<file path="config.mk">
export PLATFORM = sky130hd
export DESIGN_NAME = serial_command_and_time_line_decoder
export DESIGN_NICKNAME = d
export VERILOG_FILES = /design/src/hw/rtl/sctld_pkg.sv /design/src/hw/rtl/serial_command_and_time_line_decoder.sv
export SDC_FILE = /design/constraint.sdc
export NUM_CORES = 1
export LEC_CHECK = 0
export ABC_CLOCK_PERIOD_IN_PS = 3860
export BUFFER_PORTS_ARGS = -buffer_cell sky130_fd_sc_hd__buf_4
export CORE_MARGIN = 5
export CORE_UTILIZATION = 54
export CTS_CLUSTER_SIZE = 16
export DETAILED_ROUTE_END_ITERATION = 16
export PLACE_DENSITY_LB_ADDON = 0.1
export SLEW_MARGIN = 15
export SYNTH_ARGS = -nofsm -noshare
export SYNTH_HDL_FRONTEND = slang
export SYNTH_SLANG_ARGS = --single-unit
</file>
<file path="constraint.sdc">
create_clock -name clk_i -period 3.86 [get_ports clk_i]
set_clock_uncertainty 0.2 [all_clocks]
set_input_delay 0.193 -clock clk_i [delete_from_list [all_inputs] [get_ports clk_i]]
set_output_delay 0.193 -clock clk_i [all_outputs]
set_load 0.01 [all_outputs]
</file>
<file path="src/hw/rtl/sctld_pkg.sv">
// Package for the serial command and time line decoder.
// Holds the byte codes, result codes, line buffer sizing and the result beat type.
// No dependencies.
package sctld_pkg;

  // Line buffer sizing: one slot of the receive buffer is kept for the terminator.
  localparam int unsigned BufferBytes = 16;
  localparam int unsigned LineCap     = BufferBytes - 1;
  localparam int unsigned LenW        = $clog2(LineCap + 1);
  localparam int unsigned IdxW        = $clog2(LineCap);

  // Command bytes
  localparam logic [7:0] BYTE_LED_ON      = 8'h01;
  localparam logic [7:0] BYTE_LED_OFF     = 8'h02;
  localparam logic [7:0] BYTE_LDR_JUMP    = 8'h03;
  localparam logic [7:0] BYTE_LDR_UPDATE  = 8'h04;
  localparam logic [7:0] BYTE_RUNTIME     = 8'h05;
  localparam logic [7:0] BYTE_RESET       = 8'h06;
  localparam logic [7:0] BYTE_PWM         = 8'h07;
  localparam logic [7:0] BYTE_SLEEP       = 8'h08;
  localparam logic [7:0] BYTE_STOP        = 8'h09;
  localparam logic [7:0] BYTE_STANDBY     = 8'h0A;
  localparam logic [7:0] BYTE_CR          = 8'h0D;
  localparam logic [7:0] BYTE_PRINTABLE   = 8'h20;
  localparam logic [7:0] BYTE_VERSION     = 8'hA1;
  localparam logic [7:0] BYTE_UP          = 8'h77; // 'w'
  localparam logic [7:0] BYTE_DOWN        = 8'h73; // 's'
  localparam logic [7:0] BYTE_RIGHT       = 8'h64; // 'd'
  localparam logic [7:0] BYTE_LEFT        = 8'h61; // 'a'
  localparam logic [7:0] BYTE_GAME_RESET  = 8'h72; // 'r'
  localparam logic [7:0] BYTE_OPT_I       = 8'h69; // 'i'
  localparam logic [7:0] BYTE_OPT_J       = 8'h6A; // 'j'

  // Time line header and field positions
  localparam logic [7:0] CHR_T     = 8'h54;
  localparam logic [7:0] CHR_I     = 8'h49;
  localparam logic [7:0] CHR_M     = 8'h4D;
  localparam logic [7:0] CHR_E     = 8'h45;
  localparam logic [7:0] CHR_COLON = 8'h3A;
  localparam logic [7:0] CHR_ZERO  = 8'h30;
  localparam int unsigned TimeMinLen = 13;
  localparam int unsigned PosHour    = 5;
  localparam int unsigned PosMin     = 8;
  localparam int unsigned PosSec     = 11;
  localparam logic [7:0] HOUR_LIMIT  = 8'd24;
  localparam logic [7:0] MIN_LIMIT   = 8'd60;

  // Action codes
  localparam logic [3:0] ACT_NONE       = 4'd0;
  localparam logic [3:0] ACT_PWM        = 4'd7;
  localparam logic [3:0] ACT_VERSION    = 4'd8;
  localparam logic [3:0] ACT_VERSION_WL = 4'd9;

  // Shutdown codes
  localparam logic [1:0] SHD_NONE    = 2'd0;
  localparam logic [1:0] SHD_SLEEP   = 2'd1;
  localparam logic [1:0] SHD_STOP    = 2'd2;
  localparam logic [1:0] SHD_STANDBY = 2'd3;

  // Move codes
  localparam logic [2:0] MOV_NONE  = 3'd0;
  localparam logic [2:0] MOV_UP    = 3'd1;
  localparam logic [2:0] MOV_DOWN  = 3'd2;
  localparam logic [2:0] MOV_RIGHT = 3'd3;
  localparam logic [2:0] MOV_LEFT  = 3'd4;
  localparam logic [2:0] MOV_GAME  = 3'd5;

  // Option codes
  localparam logic [1:0] OPT_NONE = 2'd0;
  localparam logic [1:0] OPT_GAME = 2'd1;
  localparam logic [1:0] OPT_I    = 2'd2;
  localparam logic [1:0] OPT_J    = 2'd3;

  typedef struct packed {
    logic [3:0] action;
    logic [7:0] pwm_duty;
    logic [1:0] shutdown_mode;
    logic [2:0] move_code;
    logic [1:0] option_code;
    logic       time_written;
    logic [7:0] hours;
    logic [7:0] minutes;
    logic [7:0] seconds;
    logic       time_valid;
  } result_t;

  // Two ASCII digits to a value, wrapping at 8 bits.
  function automatic logic [7:0] two_digits(logic [7:0] hi, logic [7:0] lo);
    logic [7:0] h;
    logic [7:0] l;
    h = hi - CHR_ZERO;
    l = lo - CHR_ZERO;
    return (h << 3) + (h << 1) + l;
  endfunction

endpackage

</file>
<file path="src/hw/rtl/serial_command_and_time_line_decoder.sv">
// Top level of the serial command and time line decoder.
// Decodes one received byte per beat into one result beat; uses sctld_pkg.
//
//   channel | direction | handshake                    | payload
//   --------+-----------+------------------------------+-------------------------------
//   in      | input     | in_valid_i / in_stall_o      | mode_i, byte_value_i
//   out     | output    | out_valid_o / out_stall_i    | action_o .. time_valid_o
//   cfg     | input     | cfg_we_i (no wait)           | cfg_wdata_i (wireless_armed)
//
// Each byte beat is decoded in the cycle it is accepted; the result goes to the output
// register, or to the skid slot when the sink stalls; one beat per cycle without stalls.
// Reset clears the armed flag, the pending duty flag, the line length and the valid flags
// of both output slots; the line bytes and the slot payloads are not cleared.
// A skid slot behind the output register absorbs one beat when the sink stalls, so
// in_stall_o is a registered flag that rises only once both slots are full.
module serial_command_and_time_line_decoder (
  input  logic       clk_i,
  input  logic       rst_ni,
  input  logic       cfg_we_i,
  input  logic       cfg_wdata_i,
  input  logic       in_valid_i,
  output logic       in_stall_o,
  input  logic       mode_i,
  input  logic [7:0] byte_value_i,
  output logic       out_valid_o,
  input  logic       out_stall_i,
  output logic [3:0] action_o,
  output logic [7:0] pwm_duty_o,
  output logic [1:0] shutdown_mode_o,
  output logic [2:0] move_code_o,
  output logic [1:0] option_code_o,
  output logic       time_written_o,
  output logic [7:0] hours_o,
  output logic [7:0] minutes_o,
  output logic [7:0] seconds_o,
  output logic       time_valid_o
);
  import sctld_pkg::*;

  // Control state
  logic            armed_q;
  logic            duty_q, duty_d;
  logic [LenW-1:0] len_q, len_d;
  logic            out_vld_q, out_vld_d;
  logic            skid_vld_q, skid_vld_d;

  // Payload state
  logic [7:0] line_q [LineCap];
  result_t    out_q, skid_q;
  result_t    res;

  logic accept;
  logic out_fire;
  logic wireless;
  logic store_we;
  logic parse_ok;
  logic [7:0] hrs, mins, secs;

  assign accept   = in_valid_i & ~skid_vld_q;
  assign out_fire = out_vld_q & ~out_stall_i;
  assign wireless = mode_i;

  // Time fields come straight off fixed line positions; header and length gate them.
  assign hrs  = two_digits(line_q[PosHour], line_q[PosHour + 1]);
  assign mins = two_digits(line_q[PosMin],  line_q[PosMin + 1]);
  assign secs = two_digits(line_q[PosSec],  line_q[PosSec + 1]);
  assign parse_ok = (len_q >= LenW'(TimeMinLen)) &&
                    (line_q[0] == CHR_T) && (line_q[1] == CHR_I) &&
                    (line_q[2] == CHR_M) && (line_q[3] == CHR_E) &&
                    (line_q[4] == CHR_COLON);

  // Decode the incoming byte against the current state.
  always_comb begin
    res      = '0;
    duty_d   = duty_q;
    len_d    = len_q;
    store_we = 1'b0;
    if (wireless && !armed_q) begin
      // Unarmed wireless byte: drop it, leave all state alone.
      res = '0;
    end else if (duty_q) begin
      // Second byte of the PWM command: take it as the duty value.
      duty_d       = 1'b0;
      res.action   = ACT_PWM;
      res.pwm_duty = byte_value_i;
    end else begin
      unique case (byte_value_i) inside
        BYTE_LED_ON, BYTE_LED_OFF, BYTE_LDR_JUMP, BYTE_LDR_UPDATE,
        BYTE_RUNTIME, BYTE_RESET: begin
          res.action = byte_value_i[3:0];
        end
        BYTE_PWM:        duty_d = 1'b1;
        BYTE_SLEEP:      res.shutdown_mode = SHD_SLEEP;
        BYTE_STOP:       res.shutdown_mode = SHD_STOP;
        BYTE_STANDBY:    res.shutdown_mode = SHD_STANDBY;
        BYTE_VERSION:    res.action = wireless ? ACT_VERSION_WL : ACT_VERSION;
        BYTE_UP:         res.move_code = MOV_UP;
        BYTE_DOWN:       res.move_code = MOV_DOWN;
        BYTE_RIGHT:      res.move_code = MOV_RIGHT;
        BYTE_LEFT:       res.move_code = MOV_LEFT;
        BYTE_GAME_RESET: begin
          res.move_code   = MOV_GAME;
          res.option_code = OPT_GAME;
        end
        BYTE_OPT_I:      res.option_code = OPT_I;
        BYTE_OPT_J:      res.option_code = OPT_J;
        default: begin
          if (wireless) begin
            if (byte_value_i == BYTE_CR) begin
              // End of line: parse if it is a time line, then start over.
              if (parse_ok) begin
                res.time_written = 1'b1;
                res.hours        = hrs;
                res.minutes      = mins;
                res.seconds      = secs;
                res.time_valid   = (hrs < HOUR_LIMIT) && (mins < MIN_LIMIT) &&
                                   (secs < MIN_LIMIT);
              end
              len_d = '0;
            end else if (byte_value_i >= BYTE_PRINTABLE && len_q < LenW'(LineCap)) begin
              // Printable byte with room left: append it.
              store_we = 1'b1;
              len_d    = len_q + LenW'(1);
            end
          end
        end
      endcase
    end
  end

  // Output register with one skid slot behind it.
  always_comb begin
    out_vld_d  = out_vld_q;
    skid_vld_d = skid_vld_q;
    if (!out_vld_q || out_fire) begin
      out_vld_d  = skid_vld_q | accept;
      skid_vld_d = 1'b0;
    end else if (accept) begin
      skid_vld_d = 1'b1;
    end
  end

  always_ff @(posedge clk_i or negedge rst_ni) begin
    if (!rst_ni) begin
      armed_q    <= 1'b0;
      duty_q     <= 1'b0;
      len_q      <= '0;
      out_vld_q  <= 1'b0;
      skid_vld_q <= 1'b0;
    end else begin
      if (cfg_we_i) begin
        armed_q <= cfg_wdata_i;
      end
      if (accept) begin
        duty_q <= duty_d;
        len_q  <= len_d;
      end
      out_vld_q  <= out_vld_d;
      skid_vld_q <= skid_vld_d;
    end
  end

  // Payload: advance the output slot from skid or the fresh result, park in skid on stall.
  always_ff @(posedge clk_i) begin
    if (!out_vld_q || out_fire) begin
      if (skid_vld_q) begin
        out_q <= skid_q;
      end else if (accept) begin
        out_q <= res;
      end
    end else if (accept) begin
      skid_q <= res;
    end
  end

  // Line bytes: written once per appended byte, never cleared.
  always_ff @(posedge clk_i) begin
    if (accept && store_we) begin
      line_q[len_q[IdxW-1:0]] <= byte_value_i;
    end
  end

  assign in_stall_o      = skid_vld_q;
  assign out_valid_o     = out_vld_q;
  assign action_o        = out_q.action;
  assign pwm_duty_o      = out_q.pwm_duty;
  assign shutdown_mode_o = out_q.shutdown_mode;
  assign move_code_o     = out_q.move_code;
  assign option_code_o   = out_q.option_code;
  assign time_written_o  = out_q.time_written;
  assign hours_o         = out_q.hours;
  assign minutes_o       = out_q.minutes;
  assign seconds_o       = out_q.seconds;
  assign time_valid_o    = out_q.time_valid;

endmodule
</file>
==> impl_metrics.xml <==
<?xml version="1.0" encoding="UTF-8"?>
<metrics>
  <group name="run_status">
    <metric name="status" unit="">complete, no violations</metric>
  </group>
  <group name="timing">
    <metric name="setup_viol" unit="">0</metric>
    <metric name="tightest_slew_margin_relative_to_the_limit" unit="%">55.1</metric>
    <metric name="setup_total_negative_slack" unit="ns">0</metric>
    <metric name="finalHoldWorstSlack" unit="ns">0.334</metric>
    <metric name="finalCriticalPeriod" unit="ns">3.39</metric>
    <metric name="hold_viol" unit="">0</metric>
    <metric name="setup_repair_after_global_routing_missed_its_margin" unit="">no</metric>
    <metric name="max_clock_freq" unit="MHz">295</metric>
    <metric name="slew_violations" unit="">0</metric>
    <metric name="timing_worst_slew_pin_value" unit="ns">0.672</metric>
    <metric name="post-route-period-util" unit="%">87.7</metric>
  </group>
  <group name="floorplan">
    <metric name="pin_count" unit="">62</metric>
    <metric name="fp-row-count" unit="">45</metric>
    <metric name="die-area" unit="um2">18100</metric>
    <metric name="core_area" unit="um2">15200</metric>
    <metric name="die_h" unit="um">134</metric>
    <metric name="die_w" unit="um">134</metric>
    <metric name="start_util" unit="%">55.0</metric>
  </group>
  <group name="yosys">
    <metric name="synth_async_sr_flop_share" unit="%">4.37</metric>
    <metric name="synth_warnings" unit="">0</metric>
    <metric name="synthesis.area_per_instance" unit="um2">15.1</metric>
    <metric name="syn-cell-area" unit="um2">8360</metric>
    <metric name="postSynth.topFlopCell" unit="">sky130_fd_sc_hd__edfxtp_1</metric>
    <metric name="post-synth-top-area-cell" unit="">sky130_fd_sc_hd__edfxtp_1</metric>
    <metric name="synth_cell_type_count" unit="">53</metric>
    <metric name="number_of_enable_flip_flop_cells_after_synthesis" unit="">175</metric>
    <metric name="synth_cells" unit="">554</metric>
    <metric name="synthTopCellsByArea" unit="">sky130_fd_sc_hd__edfxtp_1, sky130_fd_sc_hd__ha_1, sky130_fd_sc_hd__mux2_2</metric>
    <metric name="yosys_register_bits" unit="">183</metric>
    <metric name="synth_seq_area_share" unit="%">65.2</metric>
    <metric name="synthDominantCellAreaShare" unit="%">62.8</metric>
    <metric name="postSynthNetCount" unit="">625</metric>
  </group>
  <group name="clock_tree">
    <metric name="cts_hold_repair.buffers" unit="">16</metric>
    <metric name="htreeDepth" unit="">4</metric>
    <metric name="cts_max_path_buffers" unit="">2</metric>
    <metric name="clock_latency" unit="ns">0.44</metric>
    <metric name="post_cts_resized" unit="">0</metric>
    <metric name="tritoncts" unit="">yes</metric>
    <metric name="cts-buffers-inserted" unit="">17</metric>
    <metric name="clock-root-buffer" unit="">sky130_fd_sc_hd__clkbuf_16</metric>
    <metric name="cts.clk_slew.worst_paths" unit="ns">0.07</metric>
    <metric name="cts_setup_buffers" unit="">0</metric>
    <metric name="clock-sinks" unit="">183</metric>
  </group>
  <group name="placement">
    <metric name="gp_congestion" unit="">0.818</metric>
    <metric name="buffer_ports.inserted" unit="">61</metric>
    <metric name="dp.final_hpwl" unit="um">9920</metric>
  </group>
  <group name="setup_path">
    <metric name="path_class" unit="">reg -&gt; reg</metric>
    <metric name="crit_path_start_kind" unit="">flop</metric>
    <metric name="worstPathRequired" unit="ns">3.85</metric>
    <metric name="worst-endpoint-arrival" unit="ns">3.37</metric>
    <metric name="crit_path_max_fanout" unit="">2</metric>
    <metric name="worstSetupEndpointType" unit="">flop</metric>
  </group>
  <group name="route">
    <metric name="route.detailed.vias_per_inst" unit="">5.45</metric>
    <metric name="detailroute.via_count" unit="">4546</metric>
    <metric name="drt-initial-drc-count" unit="">233</metric>
    <metric name="route.detailed.wl_per_inst" unit="um">18.2</metric>
    <metric name="drt_first_pass_iters" unit="">4</metric>
    <metric name="drt-total-wl" unit="um">15200</metric>
    <metric name="detail-route-antenna-nets" unit="">0</metric>
    <metric name="post-route-drc-count" unit="">0</metric>
  </group>
  <group name="power_and_ir_drop">
    <metric name="power.density_cell_area" unit="nW/um2">459</metric>
    <metric name="ir_drop" unit="mV">0.306</metric>
    <metric name="p_leak" unit="nW">3.84</metric>
  </group>
  <group name="finish">
    <metric name="filler_cell_count" unit="">1131</metric>
    <metric name="total_area_of_multi_input_combinational_cells" unit="um2">2640</metric>
    <metric name="flow.area_growth_from_synthesis" unit="%">16.5</metric>
    <metric name="insertedDiodeCount" unit="">0</metric>
    <metric name="ratio_of_cells_with_drive_above_1_in_the_final_layout" unit="%">22.4</metric>
    <metric name="sequential_cell_area" unit="um2">5460</metric>
    <metric name="finalNetCount" unit="">704</metric>
  </group>
  <group name="global_routing">
    <metric name="grt_max_degree" unit="">42</metric>
    <metric name="global_route.overflow_total" unit="">0</metric>
    <metric name="via_count_of_the_first_global_routing_pass" unit="">4826</metric>
    <metric name="grt_pass1_wl" unit="um">24500</metric>
    <metric name="grt_antenna_before_repair" unit="">0</metric>
    <metric name="groute.usage.overall" unit="%">17.9</metric>
  </group>
  <group name="worst_hold_path">
    <metric name="worst_hold_path_type" unit="">reg -&gt; reg</metric>
  </group>
  <group name="run">
    <metric name="maxCapViolations" unit="">0</metric>
  </group>
</metrics>
-- through the flow --
step | instances | setup slack, ns | power (mW) | instance area [um2] | util, %
after global routing | 834 | 0.284 | 4.64 | 9740 | 64.1
after global placement | 786 | 0.570 | 2.75 | 8990 | 59.2
after detailed placement | 786 | 0.498 | 2.77 | 8990 | 59.2
after CTS | 834 | 0.472 | 4.51 | 9740 | 64.1
after floorplan | 554 | 0.653 | 2.60 | 8370 | -
final | 834 | 0.473 | 4.47 | 9740 | 64.1
-- power breakdown --
| part | total, mW | switching (mW) | internal, mW |
|---|---|---|---|
| registers | 2.33 | 0.0580 | 2.28 |
| clock network | 1.74 | 0.765 | 0.971 |
| logic | 0.402 | 0.228 | 0.174 |
| total | 4.47 | 1.05 | 3.42 |
-- state kept, by name, indices dropped and copies added, names as in the netlist, 4 cells and up --
name        flops
line_q         85
len_q           4
minutes_o       8
skid_q         45
seconds_o       8
hours_o         8
pwm_duty_o      8
action_o        4
-- routing by layer --
metal | GRT usage, % | vias to the layer above | wire, um
met3 | 4.09 | 24 | 598
li1 | - | 2196 | -
met5 | 0 | - | 0
met1 | 22.7 | 2231 | 6710
met4 | 6.90 | 0 | 303
met2 | 30.0 | 95 | 7560
-- final cells by class --
type / instances / area share (%)
clock buffer: 18 / 4.40
clock inverter: 14 / 1.66
inverter: 49 / 1.91
multi-input combinational: 302 / 27.0
sequential: 183 / 56.0
tap: 188 / 2.41
timing repair buffer: 80 / 6.57
-- final timing paths --
kind                         startpoint              to  slack (ns)  cells after the start
hold reg to reg              skid_q[25]  time_written_o        0.33                      2
min in group asynchronous        rst_ni     out_valid_o        0.54                      3
setup reg to reg           line_q[8][2]    minutes_o[7]        0.47                     11
max in group asynchronous        rst_ni      in_stall_o        2.62                      3
setup / recovery           line_q[8][2]    minutes_o[7]        0.47                     11
hold / removal               skid_q[25]  time_written_o        0.33                      2
-- critical path, stage by stage, from the launching register on --
cell                       delay, ns
sky130_fd_sc_hd__edfxtp_1       0.38
sky130_fd_sc_hd__inv_1          0.07
sky130_fd_sc_hd__fa_1           0.49
sky130_fd_sc_hd__inv_1          0.04
sky130_fd_sc_hd__ha_1           0.28
sky130_fd_sc_hd__ha_1           0.23
sky130_fd_sc_hd__fa_1           0.43
sky130_fd_sc_hd__a21o_1         0.20
sky130_fd_sc_hd__a21oi_1        0.17
sky130_fd_sc_hd__xnor2_1        0.17
sky130_fd_sc_hd__and2b_1        0.22
sky130_fd_sc_hd__mux2_2         0.25
-- synth_stat cells, types with 2 or more instances --
master,count
sky130_fd_sc_hd__a21o_1,8
sky130_fd_sc_hd__a21oi_1,10
sky130_fd_sc_hd__a22o_1,2
sky130_fd_sc_hd__a31oi_1,3
sky130_fd_sc_hd__and2_1,14
sky130_fd_sc_hd__and2b_1,3
sky130_fd_sc_hd__and3_1,16
sky130_fd_sc_hd__and3b_1,2
sky130_fd_sc_hd__and4_1,3
sky130_fd_sc_hd__and4b_1,3
sky130_fd_sc_hd__buf_4,2
sky130_fd_sc_hd__buf_6,3
sky130_fd_sc_hd__clkbuf_1,15
sky130_fd_sc_hd__dfrtp_1,8
sky130_fd_sc_hd__edfxtp_1,175
sky130_fd_sc_hd__fa_1,15
sky130_fd_sc_hd__ha_1,41
sky130_fd_sc_hd__inv_1,48
sky130_fd_sc_hd__mux2_2,38
sky130_fd_sc_hd__nand2_1,22
sky130_fd_sc_hd__nand2b_1,6
sky130_fd_sc_hd__nand3_1,7
sky130_fd_sc_hd__nand4_1,2
sky130_fd_sc_hd__nor2_1,24
sky130_fd_sc_hd__nor2b_1,5
sky130_fd_sc_hd__nor3_1,4
sky130_fd_sc_hd__nor3b_1,3
sky130_fd_sc_hd__nor4_1,6
sky130_fd_sc_hd__nor4b_1,4
sky130_fd_sc_hd__nor4bb_1,4
sky130_fd_sc_hd__o21a_1,2
sky130_fd_sc_hd__o21ai_0,4
sky130_fd_sc_hd__o31ai_1,7
sky130_fd_sc_hd__o31ai_2,2
sky130_fd_sc_hd__xnor2_1,21
sky130_fd_sc_hd__xor2_1,5
-- cell usage in the layout, fill, tap and decap left out, types with 4 or more instances in the layout --
cell                            count
sky130_fd_sc_hd__a21o_1             8
sky130_fd_sc_hd__a21oi_1            9
sky130_fd_sc_hd__and2_1            14
sky130_fd_sc_hd__and3_1            16
sky130_fd_sc_hd__buf_4             64
sky130_fd_sc_hd__clkbuf_16         17
sky130_fd_sc_hd__dfrtp_1            7
sky130_fd_sc_hd__dlygate4sd3_1     16
sky130_fd_sc_hd__edfxtp_1         175
sky130_fd_sc_hd__fa_1              15
sky130_fd_sc_hd__ha_1              41
sky130_fd_sc_hd__inv_1             48
sky130_fd_sc_hd__inv_6              4
sky130_fd_sc_hd__mux2_2            38
sky130_fd_sc_hd__nand2_1           22
sky130_fd_sc_hd__nand2b_1           6
sky130_fd_sc_hd__nand3_1            7
sky130_fd_sc_hd__nor2_1            23
sky130_fd_sc_hd__nor2b_1            5
sky130_fd_sc_hd__nor3_1             4
sky130_fd_sc_hd__nor4_1             6
sky130_fd_sc_hd__nor4b_1            4
sky130_fd_sc_hd__nor4bb_1           4
sky130_fd_sc_hd__o21ai_0            4
sky130_fd_sc_hd__o31ai_1            7
sky130_fd_sc_hd__xnor2_1           21
sky130_fd_sc_hd__xor2_1             5
-- logic make-up (layout without fill, tap and decap cells) --
family / after synthesis / count (layout) / synth area share [%]
AOI/OAI and AO/OA: 46 / 46 / 3.91
and+or+nand+nor: 136 / 136 / 9.81
buffers and inverters: 69 / 161 / 3.49
xor gates and xnor gates: 26 / 26 / 2.72
muxes: 38 / 38 / 5.12
DFF: 183 / 183 / 65.2
adders and majority gates: 56 / 56 / 9.72
(Power assumes the default switching activity.)
